**src/rtl/core/mtc_ram.sv**
```systemverilog
module mtc_ram #(
  parameter int unsigned Width = 8,
  parameter int unsigned Depth = 16
) (
  input  logic                     clk,
  input  logic                     we,
  input  logic [$clog2(Depth)-1:0] waddr,
  input  logic [Width-1:0]         wdata,
  input  logic [$clog2(Depth)-1:0] raddr,
  output logic [Width-1:0]         rdata
);

  logic [Width-1:0] mem [Depth];

  // One write and one registered read per cycle.
  always_ff @(posedge clk) begin
    if (we) begin
      mem[waddr] <= wdata;
    end
    rdata <= mem[raddr];
  end

endmodule

```
**config.mk**
```make
export PLATFORM = sky130hd
export DESIGN_NAME = mtc_ram
export DESIGN_NICKNAME = d
export VERILOG_FILES = /design/src/rtl/core/mtc_ram.sv
export SDC_FILE = /design/constraint.sdc
export NUM_CORES = 1
export LEC_CHECK = 0
export ABC_CLOCK_PERIOD_IN_PS = 2600
export BUFFER_PORTS_ARGS = -buffer_cell sky130_fd_sc_hd__buf_4
export CAP_MARGIN = 20
export CORE_MARGIN = 4
export CORE_UTILIZATION = 60
export CTS_BUF_LIST = sky130_fd_sc_hd__clkbuf_4
export CTS_CLUSTER_SIZE = 16
export DETAILED_ROUTE_END_ITERATION = 12
export PLACE_DENSITY = 0.84
export SYNTH_ARGS = -nofsm -noshare
export SYNTH_HDL_FRONTEND = slang
export SYNTH_SLANG_ARGS = --single-unit
```
**constraint.sdc**
```tcl
create_clock -name clk -period 2.6 [get_ports clk]
set_input_delay 0.26 -clock clk [delete_from_list [all_inputs] [get_ports clk]]
set_output_delay 0.26 -clock clk [all_outputs]
set_load 0.05 [all_outputs]
```
Word-level counts from Yosys, hierarchy flattened
Memories as Yosys holds them, arrays and structs flattened. A register that Yosys moved wholly into a read port is not among the register bits.
Cells that the tools add are included.
{"block": "totals", "elab_cells": 3, "register_bits": 0, "ram_bits": 128, "input_bits": 18, "mem_count": 1, "out_inout_bits": 8}
{"name": "mem", "words": 16, "word_bits": 8, "rd": 1, "rd_clocked_by_memory_dff": 1, "wr": 1, "line": "13", "source": "logic [Width-1:0] mem [Depth];"}
{"block": "classes", "mux": 2}
{"op": "1-bit two-way mux", "count": 2}

Depth between registers and ports, before layout
{"block": "logic_depth", "word_depth": 2, "depth_mapped": 5, "mapped_depth_nobuf": 3}

Least setup slack after synthesis
No wires, ideal clock.
{"block": "synth_timing", "kind": "input -> register", "startpoint": "in waddr[2]", "endpoint": "mem mem[0][0], enable pin", "t_arrival_ns": 1.370, "path_stages": 2, "setup_slack_ns": 0.847, "setup_time_ns": 0.383, "cell_sequence": "or3b_2 > nor3_1"}
{"element": "from (decl)", "line": "7", "source": "input logic [$clog2(Depth)-1:0] waddr,"}
{"element": "to (decl)", "line": "13"}
Straight into the memory's write port.

==> metrics.csv <==
stage;metric;value;unit
outcome;status;finished clean;
synthesis;synth_cell_types;19;
setup_path;r2r_slack;1.13;ns
job;max-cap-violations;0;
pwr;powerDensity;755;mW/mm2
setup_path;arrival;1.85;ns
grt;grt_pass1_wl;15.1;mm
clocking;root_buffer;clkbuf_4;
layout;layout-drive-gt1-share;0.297;
grt;grt_max_degree;33;
synthesis;synth.most_common_cell;edfxtp_1;
synthesis;ys.flop_type;edfxtp_1;
synthesis;yosys_warnings;0;
grt;grt_overflow;0;
sta;slew_violations;0;
routing;drt_first_iter_violations;276;
die;pin_count;26;
clocking;hold_buffers;0;
die;initial_core_util;0.620;
setup_path;crit_path_start;mem[9][2];
setup_path;worst_path_largest_cell_delay;0.50;ns
setup_path;crit_fanout;1;
clocking;insertion_delay;0.51;ns
setup_path;crit_type;reg2reg;
pwr;p_leak;1.95;nW
synthesis;postSynthCellCount;229;
synthesis;yosys_register_bits;136;
clocking;cts_post_setup_buffers_inserted;0;
setup_path;end_kind;flip-flop;
worst_hold_path;min_path_type;in2reg;
routing;vias_per_cell;6.32;
synthesis;synth_edf_count;128;
layout;final_cells;391;
routing;met2_length;4.89;mm
setup_path;slowest_stage;mux4_1;
die;fp.dieW;101;um
sta;hold_viol;0;
layout;fillerInstances;489;
setup_path;crit_chain;mux4_1 > a22oi_1 > nand2_1;
sta;timing.setup.tns;0;ns
clocking;clock_path_buffers;2;
synthesis;synth_top_area_share;0.747;
sta;slew_headroom;0.398;
synthesis;synth_fp_nets;247;
sta;whs;0.0488;ns
routing;topRoutingLayerUsed;met4;
routing;drt-met1-wl;3.80;mm
sta;fin_worst_skew;0.0162;ns
synthesis;ys_top_cells_by_count;128 x edfxtp_1, 18 x mux4_2, 16 x a22oi_1, 14 x mux4_1, 13 x nor2_1;
die;core;0.00830;mm2
place;dp.cells;360;
layout;fin_nets;292;
die;dieArea;0.0101;mm2
routing;routed-wl-met3;809;um
setup_path;critPathCapture;rdata[2];
routing;dr.pass1.iters;4;
grt;grt_usage;0.213;
place;place_hpwl;6.23;mm
clocking;cts_num_sinks;136;
routing;vias;2471;
place;port_buffers;25;
die;rows;33;
synthesis;synthesis.area;0.00515;mm2
setup_path;start_kind;flip-flop;
setup_path;cp_top_family;multiplexers;
sta;max_freq;0.679;GHz
clocking;cts_max_level;4;
synthesis;ys_seq_area_frac;0.778;
place;placed_cell_area;0.00546;mm2
grt;grt_pass1_vias;2596;
die;die_y;101;um
sta;fin_crit_sh;0.566;
sta;post-route-min-period;1.47;ns
sta;finalSetupViolations;0;
pwr;power.total;4.40;mW
pwr;ir_worst_vdd;0.000469;V
synthesis;synth.area.top_cells;edfxtp_1 75%, mux4_2 7.9%, mux4_1 7.1%;
routing;routed_wirelength;9.68;mm
setup_path;reg2reg_from;mem[9][2];
grt;antenna_found_initial;0;
clocking;cts_resized;0;
setup_path;r2r_end;rdata[2];
clocking;path_clk_slew;0.11;ns
synthesis;synthArstFlopShare;0;
sta;worst_pin_slew;0.900;ns
synthesis;yosys.area.top_type;edfxtp_1;
layout;n_antenna_cell;0;
setup_path;cp_num_buf_inv;0;
layout;syn_to_final_growth;13.1;%
routing;ant_nets;0;
routing;drc;0;
clocking;cts_tree;built;
sta;rsz0062_at_grt;false;
place;finalWeightedCongestion;0.775;
setup_path;r2r_cells;3;
clocking;cts_buffers;17;
layout;design_area;0.00582;mm2
setup_path;cp.depth;3;
synthesis;syn_area_per_cell;22.5;um2
setup_path;worstPathRequired;2.98;ns
routing;wire_per_inst;24.8;um
## worst reg2reg max path, stage by stage, from the launching register on
cell and delay (ns):
edfxtp_1 0.39, mux4_1 0.50, a22oi_1 0.36, nand2_1 0.10
## metrics by stage
| stage | utilization | worst slack, ns |
|---|---|---|
| floorplan | - | 0.847 |
| global placement | 0.658 | 0.674 |
| detailed placement | 0.658 | 0.628 |
| CTS | 0.701 | 1.16 |
| global route | 0.701 | 1.12 |
| finish | 0.701 | 1.13 |
## cells in the final DEF, fill, tap and decap left out
cell and instances:
and2_1 1, nand2b_1 2, nand3_1 1, nand2_1 9
edfxtp_1 128, clkbuf_4 17, buf_4 36, clkinv_4 1
mux4_1 14, clkinv_2 3, nor2_1 13, nor3_1 4
dfxtp_1 8, nor2b_1 1, nand3b_1 2, mux4_2 18
a22oi_1 16, or3b_2 1, clkinv_1 1, and2b_1 1
bufinv_16 6, clkinvlp_4 3
## routing by layer
layer / vias to the layer above / global-route usage
met5: - / 0
met4: 0 / 0.0777
met3: 16 / 0.0651
met2: 124 / 0.336
met1: 1267 / 0.286
li1: 1064 / -
## kinds of logic after synthesis
logic type	Yosys count	share of synthesized area
flops	136	0.778
simple gates	35	0.0318
buf+inv	10	0.0168
compound gates	16	0.0233
mux	32	0.150
## worst min path at each step
stage	start	to	slack [ns]	cells after the start
after floorplan	wdata[0]	mem[0][0]	0.36	0
after global placement	wdata[4]	mem[11][4]	0.56	1
after detailed placement	wdata[7]	mem[7][7]	0.56	1
after CTS	wdata[7]	mem[8][7]	0.01	1
after global routing	wdata[7]	mem[8][7]	0.002	1
final	wdata[7]	mem[8][7]	0.05	1
## power breakdown
part | switching (mW) | leakage [nW] | total [mW] | internal (mW)
Combinational | 0.173 | 0.550 | 0.280 | 0.106
Sequential | 0.0187 | 1.22 | 2.47 | 2.45
Clock | 0.707 | 0.181 | 1.65 | 0.944
## registers in the layout, indices dropped and copies added, names as in the netlist
register	cells
mem	128
rdata	8
## area by class of cell
| class | count | area (um2) | share of cell area |
|---|---|---|---|
| well taps | 105 | 131 | 0.0226 |
| flip-flops and latches | 136 | 4000 | 0.688 |
| multi-input cells | 83 | 1060 | 0.182 |
| clock buffers | 17 | 128 | 0.0219 |
| repair buffers | 36 | 270 | 0.0464 |
| clock inverters | 14 | 230 | 0.0396 |
No activity file was read; power rests on OpenSTA's default activity.
